**config.mk**
```make
export PLATFORM = sky130hd
export DESIGN_NAME = rpc_record_mark_reassembler_core
export DESIGN_NICKNAME = d
export VERILOG_FILES = /design/src/rtl/rpcrm_pkg.sv /design/src/rtl/rpcrm_deframer.sv /design/src/rtl/rpcrm_result_fifo.sv /design/src/rtl/rpc_record_mark_reassembler_core.sv
export VERILOG_INCLUDE_DIRS = /design/src /design/src/rtl
export SDC_FILE = /design/constraint.sdc
export NUM_CORES = 1
export LEC_CHECK = 0
export BUFFER_PORTS_ARGS = -buffer_cell sky130_fd_sc_hd__buf_2
export CORE_MARGIN = 2
export CORE_UTILIZATION = 40
export DETAILED_ROUTE_END_ITERATION = 16
export GPL_ROUTABILITY_DRIVEN = 0
export GPL_TIMING_DRIVEN = 0
export PLACE_DENSITY = 0.59
export SLEW_MARGIN = 25
export SYNTH_ARGS = -nofsm -noshare
export SYNTH_HDL_FRONTEND = slang
export SYNTH_SLANG_ARGS = --single-unit
```
**constraint.sdc**
```tcl
create_clock -name clk -period 7.4 [get_ports clk]
set_input_delay 0.37 -clock clk [delete_from_list [all_inputs] [get_ports clk]]
set_output_delay 0.37 -clock clk [all_outputs]
set_load 0.02 [all_outputs]
```
**src/rtl/rpc_record_mark_reassembler_core_assert.svh**
```systemverilog
// assertion macros for the record mark reassembler
// clocked on clk, disabled while rst_n is low
`ifndef RPC_RECORD_MARK_REASSEMBLER_CORE_ASSERT_SVH
`define RPC_RECORD_MARK_REASSEMBLER_CORE_ASSERT_SVH

// same-cycle implication
`define RPCRM_ASSERT_IMP(label, ante, cons) \
    label: assert property (@(posedge clk) disable iff (!rst_n) (ante) |-> (cons)) \
        else $error("rpcrm assertion failed");

// next-cycle implication
`define RPCRM_ASSERT_NXT(label, ante, cons) \
    label: assert property (@(posedge clk) disable iff (!rst_n) (ante) |=> (cons)) \
        else $error("rpcrm assertion failed");

`endif

```
**src/rtl/rpcrm_pkg.sv**
```systemverilog
// shared types and constants for the record mark reassembler
// no dependencies
`default_nettype none

package rpcrm_pkg;

    localparam int MARK_BYTES = 4;
    localparam int FIFO_DEPTH = 4;
    localparam int FIFO_AW    = $clog2(FIFO_DEPTH);

    localparam logic [20:0] LIMIT_CAP   = 21'd1048576;
    localparam logic [20:0] LIMIT_RESET = 21'd65536;
    localparam logic [31:0] FINAL_BIT   = 32'h8000_0000;

    typedef enum logic [1:0] {
        KIND_PAYLOAD  = 2'd0,
        KIND_COMPLETE = 2'd1,
        KIND_OVERSIZE = 2'd2,
        KIND_CLOSED   = 2'd3
    } kind_t;

    typedef struct packed {
        kind_t       kind;
        logic [7:0]  payload_byte;
        logic [19:0] write_offset;
        logic [19:0] total_length;
        logic [31:0] header_word;
        logic        last_of_run;
    } result_t;

    typedef struct packed {
        logic       dead;
        logic [1:0] res_count;
    } rpcrm_status_t;

    function automatic result_t res_simple(input kind_t k);
        result_t r;
        r              = '0;
        r.kind         = k;
        r.last_of_run  = 1'b1;
        return r;
    endfunction

    function automatic result_t res_complete(input logic [20:0] total);
        result_t r;
        r              = '0;
        r.kind         = KIND_COMPLETE;
        r.total_length = total[19:0];
        r.header_word  = FINAL_BIT | {11'd0, total};
        r.last_of_run  = 1'b1;
        return r;
    endfunction

endpackage

`default_nettype wire

```
**src/rtl/rpcrm_deframer.sv**
```systemverilog
// record mark parser and message state, one byte per step
// depends on rpcrm_pkg
`default_nettype none

module rpcrm_deframer (
    input  wire logic                   clk,
    input  wire logic                   rst_n,
    input  wire logic                   fire,
    input  wire logic [7:0]             data_byte,
    input  wire logic                   link_closed,
    input  wire logic [20:0]            limit,
    output rpcrm_pkg::result_t          res0,
    output rpcrm_pkg::result_t          res1,
    output rpcrm_pkg::rpcrm_status_t    status
);
    import rpcrm_pkg::*;

    typedef enum logic [1:0] {
        PH_HEADER,
        PH_PAYLOAD,
        PH_DEAD
    } phase_t;

    phase_t      phase_reg, phase_next;
    logic [31:0] mark_shift_reg, mark_shift_next;
    logic [1:0]  mark_seen_reg, mark_seen_next;
    logic [20:0] remaining_reg, remaining_next;
    logic        final_reg, final_next;
    logic [20:0] total_reg, total_next;
    logic [20:0] offset_reg, offset_next;

    logic [31:0] shifted;
    logic [30:0] frag_len;
    logic [31:0] need;
    logic [20:0] total_sum;
    logic [20:0] rem_dec;
    logic [1:0]  count;

    always_comb
    begin
        shifted   = {mark_shift_reg[23:0], data_byte};
        frag_len  = shifted[30:0];
        need      = {11'd0, total_reg} + {1'b0, frag_len} + 32'(MARK_BYTES);
        total_sum = total_reg + frag_len[20:0];
        rem_dec   = (remaining_reg != 21'd0) ? remaining_reg - 21'd1 : 21'd0;

        phase_next      = phase_reg;
        mark_shift_next = mark_shift_reg;
        mark_seen_next  = mark_seen_reg;
        remaining_next  = remaining_reg;
        final_next      = final_reg;
        total_next      = total_reg;
        offset_next     = offset_reg;
        res0            = '0;
        res1            = '0;
        count           = 2'd0;

        if (phase_reg != PH_DEAD)
        begin
            if (link_closed)
            begin
                res0       = res_simple(KIND_CLOSED);
                count      = 2'd1;
                phase_next = PH_DEAD;
            end
            else if (phase_reg == PH_HEADER)
            begin
                mark_shift_next = shifted;
                mark_seen_next  = mark_seen_reg + 2'd1;
                if (mark_seen_reg == 2'(MARK_BYTES - 1))
                begin
                    mark_seen_next = 2'd0;
                    if (need > {11'd0, limit})
                    begin
                        res0       = res_simple(KIND_OVERSIZE);
                        count      = 2'd1;
                        phase_next = PH_DEAD;
                    end
                    else
                    begin
                        final_next      = shifted[31];
                        total_next      = total_sum;
                        remaining_next  = frag_len[20:0];
                        mark_shift_next = '0;
                        if (frag_len != 31'd0)
                        begin
                            phase_next = PH_PAYLOAD;
                        end
                        else if (shifted[31])
                        begin
                            // empty final fragment completes at once
                            res0           = res_complete(total_sum);
                            count          = 2'd1;
                            final_next     = 1'b0;
                            total_next     = '0;
                            remaining_next = '0;
                            offset_next    = 21'(MARK_BYTES);
                        end
                    end
                end
            end
            else
            begin
                res0.kind         = KIND_PAYLOAD;
                res0.payload_byte = data_byte;
                res0.write_offset = offset_reg[19:0];
                res0.last_of_run  = 1'b1;
                count             = 2'd1;
                offset_next       = offset_reg + 21'd1;
                remaining_next    = rem_dec;
                if (rem_dec == 21'd0)
                begin
                    phase_next = PH_HEADER;
                    if (final_reg)
                    begin
                        res0.last_of_run = 1'b0;
                        res1             = res_complete(total_reg);
                        count            = 2'd2;
                        final_next       = 1'b0;
                        total_next       = '0;
                        offset_next      = 21'(MARK_BYTES);
                        mark_shift_next  = '0;
                        mark_seen_next   = '0;
                    end
                end
            end
        end

        status.dead      = (phase_reg == PH_DEAD);
        status.res_count = fire ? count : 2'd0;
    end

    always_ff @(posedge clk or negedge rst_n)
    begin
        if (!rst_n)
        begin
            phase_reg      <= PH_HEADER;
            mark_shift_reg <= '0;
            mark_seen_reg  <= '0;
            remaining_reg  <= '0;
            final_reg      <= 1'b0;
            total_reg      <= '0;
            offset_reg     <= 21'(MARK_BYTES);
        end
        else if (fire)
        begin
            phase_reg      <= phase_next;
            mark_shift_reg <= mark_shift_next;
            mark_seen_reg  <= mark_seen_next;
            remaining_reg  <= remaining_next;
            final_reg      <= final_next;
            total_reg      <= total_next;
            offset_reg     <= offset_next;
        end
    end

endmodule

`default_nettype wire

```
**src/rtl/rpcrm_result_fifo.sv**
```systemverilog
// result queue taking up to two results per cycle, one out per transfer
// depends on rpcrm_pkg
`default_nettype none

module rpcrm_result_fifo (
    input  wire logic                       clk,
    input  wire logic                       rst_n,
    input  wire logic [1:0]                 push_count,
    input  wire rpcrm_pkg::result_t         push0,
    input  wire rpcrm_pkg::result_t         push1,
    input  wire logic                       pop,
    output rpcrm_pkg::result_t              head,
    output logic [rpcrm_pkg::FIFO_AW:0]     count
);
    import rpcrm_pkg::*;

    result_t            mem [FIFO_DEPTH];
    logic [FIFO_AW-1:0] wr_ptr_reg, wr_ptr_next;
    logic [FIFO_AW-1:0] rd_ptr_reg;
    logic [FIFO_AW:0]   count_reg;
    logic               do_pop;

    assign do_pop      = pop && (count_reg != '0);
    assign wr_ptr_next = wr_ptr_reg + FIFO_AW'(push_count);
    assign head        = mem[rd_ptr_reg];
    assign count       = count_reg;

    always_ff @(posedge clk)
    begin
        if (push_count != 2'd0)
        begin
            mem[wr_ptr_reg] <= push0;
        end
        if (push_count == 2'd2)
        begin
            mem[wr_ptr_reg + FIFO_AW'(1)] <= push1;
        end
    end

    always_ff @(posedge clk or negedge rst_n)
    begin
        if (!rst_n)
        begin
            wr_ptr_reg <= '0;
            rd_ptr_reg <= '0;
            count_reg  <= '0;
        end
        else
        begin
            wr_ptr_reg <= wr_ptr_next;
            if (do_pop)
            begin
                rd_ptr_reg <= rd_ptr_reg + FIFO_AW'(1);
            end
            count_reg <= count_reg + (FIFO_AW + 1)'(push_count)
                       - (FIFO_AW + 1)'(do_pop);
        end
    end

endmodule

`default_nettype wire

```
**src/rtl/rpc_record_mark_reassembler_core.sv**
```systemverilog
// top level: input register, deframer, result queue and limit register
// depends on rpcrm_pkg, rpcrm_deframer, rpcrm_result_fifo
// a transferred byte passes the input register and then the result queue before its first result can be transferred
// throughput: one byte per cycle while the queue has room; a byte ending a final fragment gives two results
// input stalls while the four-entry queue cannot take two more results
// reset: asynchronous active-low rst_n clears parser and queue, limit back to 65536
`default_nettype none

module rpc_record_mark_reassembler_core (
    input  wire logic        clk,
    input  wire logic        rst_n,
    input  wire logic        s_tvalid,
    output logic             s_tready,
    input  wire logic [7:0]  s_tdata,   // data_byte
    input  wire logic        s_tuser,   // link_closed
    output logic             m_tvalid,
    input  wire logic        m_tready,
    output logic [79:0]      m_tdata,   // payload_byte, write_offset, total_length, header_word
    output logic [1:0]       m_tuser,   // kind
    output logic             m_tlast,   // last_of_run
    input  wire logic        cfg_valid,
    output logic             cfg_ready,
    input  wire logic [20:0] cfg_data   // max_message_bytes
);
    `include "rpc_record_mark_reassembler_core_assert.svh"
    import rpcrm_pkg::*;

    logic        in_valid_reg;
    logic [7:0]  in_byte_reg;
    logic        in_closed_reg;
    logic [20:0] limit_reg;
    logic [20:0] limit;

    result_t          res0, res1, head;
    rpcrm_status_t    status;
    logic [FIFO_AW:0] fifo_count;
    logic             pop;
    logic             room;
    logic             fire;

    assign limit     = (limit_reg > LIMIT_CAP) ? LIMIT_CAP : limit_reg;
    assign pop       = m_tvalid && m_tready;
    assign room      = (fifo_count <= (FIFO_AW + 1)'(FIFO_DEPTH - 2))
                    || (pop && fifo_count == (FIFO_AW + 1)'(FIFO_DEPTH - 1));
    assign fire      = in_valid_reg && room;
    assign s_tready  = !in_valid_reg || room;
    assign cfg_ready = 1'b1;

    always_ff @(posedge clk or negedge rst_n)
    begin
        if (!rst_n)
        begin
            in_valid_reg <= 1'b0;
            limit_reg    <= LIMIT_RESET;
        end
        else
        begin
            if (s_tready)
            begin
                in_valid_reg <= s_tvalid;
            end
            if (cfg_valid && cfg_ready)
            begin
                limit_reg <= cfg_data;
            end
        end
    end

    always_ff @(posedge clk)
    begin
        if (s_tvalid && s_tready)
        begin
            in_byte_reg   <= s_tdata;
            in_closed_reg <= s_tuser;
        end
    end

    rpcrm_deframer u_deframer (
        .clk         (clk),
        .rst_n       (rst_n),
        .fire        (fire),
        .data_byte   (in_byte_reg),
        .link_closed (in_closed_reg),
        .limit       (limit),
        .res0        (res0),
        .res1        (res1),
        .status      (status)
    );

    rpcrm_result_fifo u_fifo (
        .clk        (clk),
        .rst_n      (rst_n),
        .push_count (status.res_count),
        .push0      (res0),
        .push1      (res1),
        .pop        (pop),
        .head       (head),
        .count      (fifo_count)
    );

    assign m_tvalid = (fifo_count != '0);
    assign m_tdata  = {head.header_word, head.total_length,
                       head.write_offset, head.payload_byte};
    assign m_tuser  = head.kind;
    assign m_tlast  = head.last_of_run;

    `RPCRM_ASSERT_NXT(a_dead_sticks, status.dead, status.dead)
    `RPCRM_ASSERT_IMP(a_pair_shape, status.res_count == 2'd2,
        res0.kind == KIND_PAYLOAD && res1.kind == KIND_COMPLETE && !res0.last_of_run)
    `RPCRM_ASSERT_IMP(a_no_overflow, 1'b1, fifo_count <= (FIFO_AW + 1)'(FIFO_DEPTH))
    `RPCRM_ASSERT_IMP(a_dead_silent, status.dead, status.res_count == 2'd0)

endmodule

`default_nettype wire

```
Word-level counts from Yosys, hierarchy flattened
Memory sizes are Yosys's and may differ from the RTL's. Index checks and enable logic that the tools add are counted.

Bits in registers: 130. Bits of input ports: 35. Output and inout port bits: 86. Memories kept: 1. Memory bits (writable): 332.

Mux-type cells: 71. Add/subtract/negate cells: 11. Bitwise operators: 1. Eq/ne operators: 10. Reduce and logical (&&, ||, !) cells: 23. $lt $le $gt $ge: 3.

Memory list: u_fifo.mem (words 4, bits a word 83, read ports 1, clocked after memory_dff 0, write ports 2, line rpcrm_result_fifo.sv:17) `result_t mem [FIFO_DEPTH];`.

Operators by type and width (count): 83-bit two-way mux (9); 21-bit two-way mux (21); 82-bit two-way mux (2); 24-bit two-way mux (5); 52-bit two-way mux (1); 2-bit two-way mux (19); 21-bit by 31-bit adder with 32-bit output (1); 32-bit by 3-bit adder with 32-bit output (second input constant) (1); 32-bit by 21-bit > comparator with 1-bit output (1); 31-bit nonzero test (1); 30-bit two-way mux (1); 21-bit by 1-bit adder with 21-bit output (second input constant) (1); 21-bit adder (1); 21-bit > comparator (second input constant) (1); 21-bit zero test (1); 21-bit nonzero test (1); 21-bit by 1-bit subtractor with 21-bit output (second input constant) (1); 5-bit AND reduction (3); 7-bit AND reduction (2); 1-bit two-way mux (13); 2-bit != test (second input constant) (4); 2-bit by 1-bit adder with 2-bit output (second input constant) (3); 6-bit AND reduction (1); 2-bit nonzero test (3); other kinds (15) (22).

Logic depth before layout (Yosys ltp)
Depth after elaboration: 12. Gate-level depth with buffers: 26. Mapped depth without buffers: 26.

Cells and area by module
A second synthesis with hierarchy kept.

Cell total of the unflattened synthesis: 2038. Area, all modules: 27435.1 um2.

By module, submodules not included: rpcrm_result_fifo (area an instance 17098.9 um2, times used 1, cells an instance 841); rpcrm_deframer (area an instance 9056.2 um2, times used 1, cells an instance 1111); rpc_record_mark_reassembler_core (area an instance 1280.0 um2, times used 1, cells an instance 86).

Worst setup path after synthesis
No wires, ideal clock.

Path type: flip-flop to flip-flop. Start point: register in_byte_reg[7]. End point: memory u_fifo.mem[3][0] in the netlist's numbering (enable). Setup slack: 1.849 ns. Library setup time: 0.425 ns. Stages on the path, launching flop included: 21. Path buffers: 2. Clock period less this slack: 5.551 ns. Arrival: 5.126 ns. Cell sequence: edfxtp_1 > ha_1 > fa_1 > and3_1 > o2111a_1 > o31a_1 > or3_1 > a21boi_0 > xnor2_1 > ha_1 > and3_1 > a221o_1 > a21oi_1 > o211ai_1 > a21oi_1 > and4_1 > nand3_1 > nand3_1 > buf_4 > buf_2 > nand2_1.

RTL lines: from (decl) (line rpc_record_mark_reassembler_core.sv:29) `logic [7:0] in_byte_reg;`; from (signal assigned) (line rpc_record_mark_reassembler_core.sv:73) `in_byte_reg <= s_tdata;`; to (decl) (line rpcrm_result_fifo.sv:17).

==> impl_metrics.env <==
export IMPL_status="complete, no violations"
export IMPL_fin_nets=2133
export IMPL_cts_made_buffers=39
export IMPL_cts_resized=0
export IMPL_design_die_area_um2=49300
export IMPL_synth_largest_area_cell="edfxtp_1"
export IMPL_wl_per_cell_um=21.0
export IMPL_clk_latency_ns=0.56
export IMPL_grt_pass1_wl_um=87500
export IMPL_fin_cells=2645
export IMPL_ys_flop_type="dfrtp_1"
export IMPL_dp_cells=2563
export IMPL_slew_headroom_pct=38.5
export IMPL_async_reset_ff_share_pct=35.2
export IMPL_worstPathArrival_ns=7.24
export IMPL_diodes=0
export IMPL_netlist_area_um2=19000
export IMPL_cp_max_fo=24
export IMPL_rsz0062_at_grt="false"
export IMPL_io_pins=121
export IMPL_gr_total_overflow=0
export IMPL_cp_cell_sequence="ha_1 -> fa_1 -> and3_1 -> o2111a_1 -> o31a_1 -> or3_1 -> a21boi_0 -> xnor2_1 -> ha_1 -> and3_1 -> a221o_1 -> a21oi_1 -> o211ai_1 -> a21oi_1 -> and4_1 -> nand3_1 -> nand3_1 -> buf_4 -> buf_2 -> nand2_2"
export IMPL_final_setup_tns_ns=0
export IMPL_start_util_pct=40.7
export IMPL_placed_area_um2=20400
export IMPL_ys_seq_elements=341
export IMPL_core_area_um2=46800
export IMPL_p_per_area_nw_per_um2=387
export IMPL_fin_area_um2=21800
export IMPL_final_hold_viol_count=0
export IMPL_synth_most_common_cell="nand2_1"
export IMPL_drive_gt1_share_pct=16.3
export IMPL_clock_sinks=341
export IMPL_first_global_vias=15100
export IMPL_synth_avg_cell_area_um2=10.3
export IMPL_min_period_over_period_pct=95.9
export IMPL_wl_um=55500
export IMPL_num_rows=79
export IMPL_drt_iter0_drc=1432
export IMPL_synth_top_area_share_pct=16.6
export IMPL_synth_common_cells="nand2_1 (313), dfrtp_1 (118), mux2i_1 (118)"
export IMPL_fmax_mhz=141
export IMPL_tightest_slew_ns=0.922
export IMPL_cts_root_buf="clkbuf_16"
export IMPL_p_switching_mw=3.46
export IMPL_crit_type="reg2reg"
export IMPL_setup_viol=0
export IMPL_power_frac_comb_pct=43.7
export IMPL_grt_max_degree=89
export IMPL_cp_start_kind="register"
export IMPL_largest_register_ffs=212
export IMPL_clk_path_buf_depth=3
export IMPL_end_kind="register"
export IMPL_clkTransAtPathRegs_ns=0.06
export IMPL_cts_setup_buffers=0
export IMPL_portBuffers=109
export IMPL_synth_edf_count=105
export IMPL_max_stage_delay_ns=0.86
export IMPL_cpMaxStageDelayCell="edfxtp_1"
export IMPL_first_pass_iters=5
export IMPL_drv_slew=0
export IMPL_fill_cells=4358
export IMPL_yosysWarnings=0
export IMPL_syn2layout_area_growth_pct=14.8
export IMPL_ant_nets=0
export IMPL_ys_seq_area_share_pct=44.6
export IMPL_maxCapViolCount=0
export IMPL_swShare_pct=40.9
export IMPL_grt_total_usage_pct=22.5
export IMPL_hp_class="in2reg"
export IMPL_die_h_um=222
export IMPL_fin_worst_skew_ns=0.0142
export IMPL_crit_required_ns=7.54
export IMPL_vias_per_cell=5.76
export IMPL_die_width_um=222
export IMPL_netlist_instances=1837
export IMPL_leakage_nw=9.37
export IMPL_htree_levels=2
export IMPL_vias=15200
export IMPL_internal_power_mw=4.99
export IMPL_cts_tree="built"
export IMPL_drcViolationCount=0
export IMPL_clkPwrFrac_pct=23.6
export IMPL_dp_final_hpwl_um=40400
export IMPL_finalCriticalPeriod_ns=7.10
export IMPL_synth_cell_types=82
export IMPL_seqPwrFrac_pct=32.7
export IMPL_ys_top_cells_by_area="edfxtp_1 (17%), dfrtp_1 (16%), dfxtp_1 (12%)"
export IMPL_grt_antenna_before_repair=0
export IMPL_vdd_drop_max_v=0.000167
==> through the flow <==
step | util [%] | worst slack [ns] | total power [mW] | hold WS (ns)
finish | 46.7 | 0.300 | 8.45 | 0.0294
global route | 46.7 | 0.0150 | 8.95 | 0.0247
CTS | 46.7 | 0.316 | 8.49 | 0.00624
detailed placement | 43.6 | 0.349 | 6.47 | 0.261
global placement | 43.5 | -0.0296 | 6.38 | 0.442
floorplan | - | 1.85 | 5.29 | 0.0744
==> critical path, delay by kind of cell, from the launching register on <==
family | cells | cell delay (ns)
fa+ha+maj | 3 | 1.14
buf+inv | 2 | 0.62
flops | 1 | 0.86
xor+xnor | 1 | 0.16
compound gates | 7 | 1.68
simple gates | 7 | 2.18
==> repair_timing <==
item                                   CTS  global route
endpoints found under the hold margin   42             0
hold buffers                            11             0
setup endpoints to repair                0             0
==> placed cells by master (no fill, tap or decap), types with 21 or more instances in the layout <==
cell         n
a21oi_1     67
a22o_1      36
buf_2      129
buf_4       39
clkbuf_1    71
clkbuf_16   40
dfrtp_1    118
dfxtp_1    116
edfxtp_1   105
ha_1        71
inv_1       46
mux2_2      21
mux2i_1    118
mux4_2      53
nand2_1    309
nand3_1     38
nor2_1      58
o21ai_0     74
o21ai_1     65
o22ai_1     31
xnor2_1     27
xor2_1      21
==> power by group through the flow <==
stage	Sequential [mW]	Clock, mW	Combinational, mW
3_5_place_dp	2.79	0	3.68
2_1_floorplan	2.62	0	2.67
3_3_place_gp	2.77	0	3.61
4_1_cts	2.75	2.03	3.70
6_report	2.76	1.99	3.69
5_1_grt	2.81	2.10	4.03
==> layout make-up <==
class | count | area (µm²) | share of cell area, %
flip-flops and latches | 341 | 8480 | 38.8
clock buffers | 50 | 1090 | 5.00
clock inverters | 21 | 228 | 1.04
inverters | 47 | 176 | 0.808
well taps | 607 | 759 | 3.48
plain buffers | 139 | 711 | 3.26
repair buffers | 121 | 693 | 3.18
multi-input cells | 1319 | 9690 | 44.4
==> worst paths after layout <==
path / startpoint / endpoint / slack (ns) / cells after the start
setup / recovery: in_byte_reg[5]$_DFFE_PP_ / u_fifo.mem[0][39]$_DFFE_PP_ / 0.30 / 20
hold / removal: cfg_data[20] / limit_reg[20]$_DFFE_PN0P_ / 0.03 / 3
setup reg to reg: in_byte_reg[5]$_DFFE_PP_ / u_fifo.mem[0][39]$_DFFE_PP_ / 0.30 / 20
hold reg to reg: u_fifo.mem[1][62]$_SDFFE_PP0N_ / u_fifo.mem[1][62]$_SDFFE_PP0N_ / 0.46 / 2
max in group asynchronous: rst_n / u_deframer.offset_reg[2]$_DFFE_PN1P_ / 6.35 / 3
min in group asynchronous: rst_n / limit_reg[19]$_DFFE_PN0P_ / 0.26 / 2
==> per-layer routing <==
metal	part of all wire [%]	vias to the layer above	track usage (%)	routed length, µm
li1	-	7054	-	-
met1	45	7607	31.2	24900
met2	47	499	36.8	26000
met3	6.3	68	4.11	3500
met4	1.9	0	5.12	1030
met5	0	-	0	0
==> kinds of logic after synthesis <==
group,after synthesis,share of synthesized area [%]
and+or+nand+nor,560,13.6
AOI/OAI and AO/OA,417,14.4
DFF,341,44.6
muxes,193,13.8
buffers and inverters,186,4.65
adders and majority gates,90,6.67
xor gates and xnor gates,48,2.21
other,2,0.0395
Note: power is estimated with default switching activity, not from simulation.
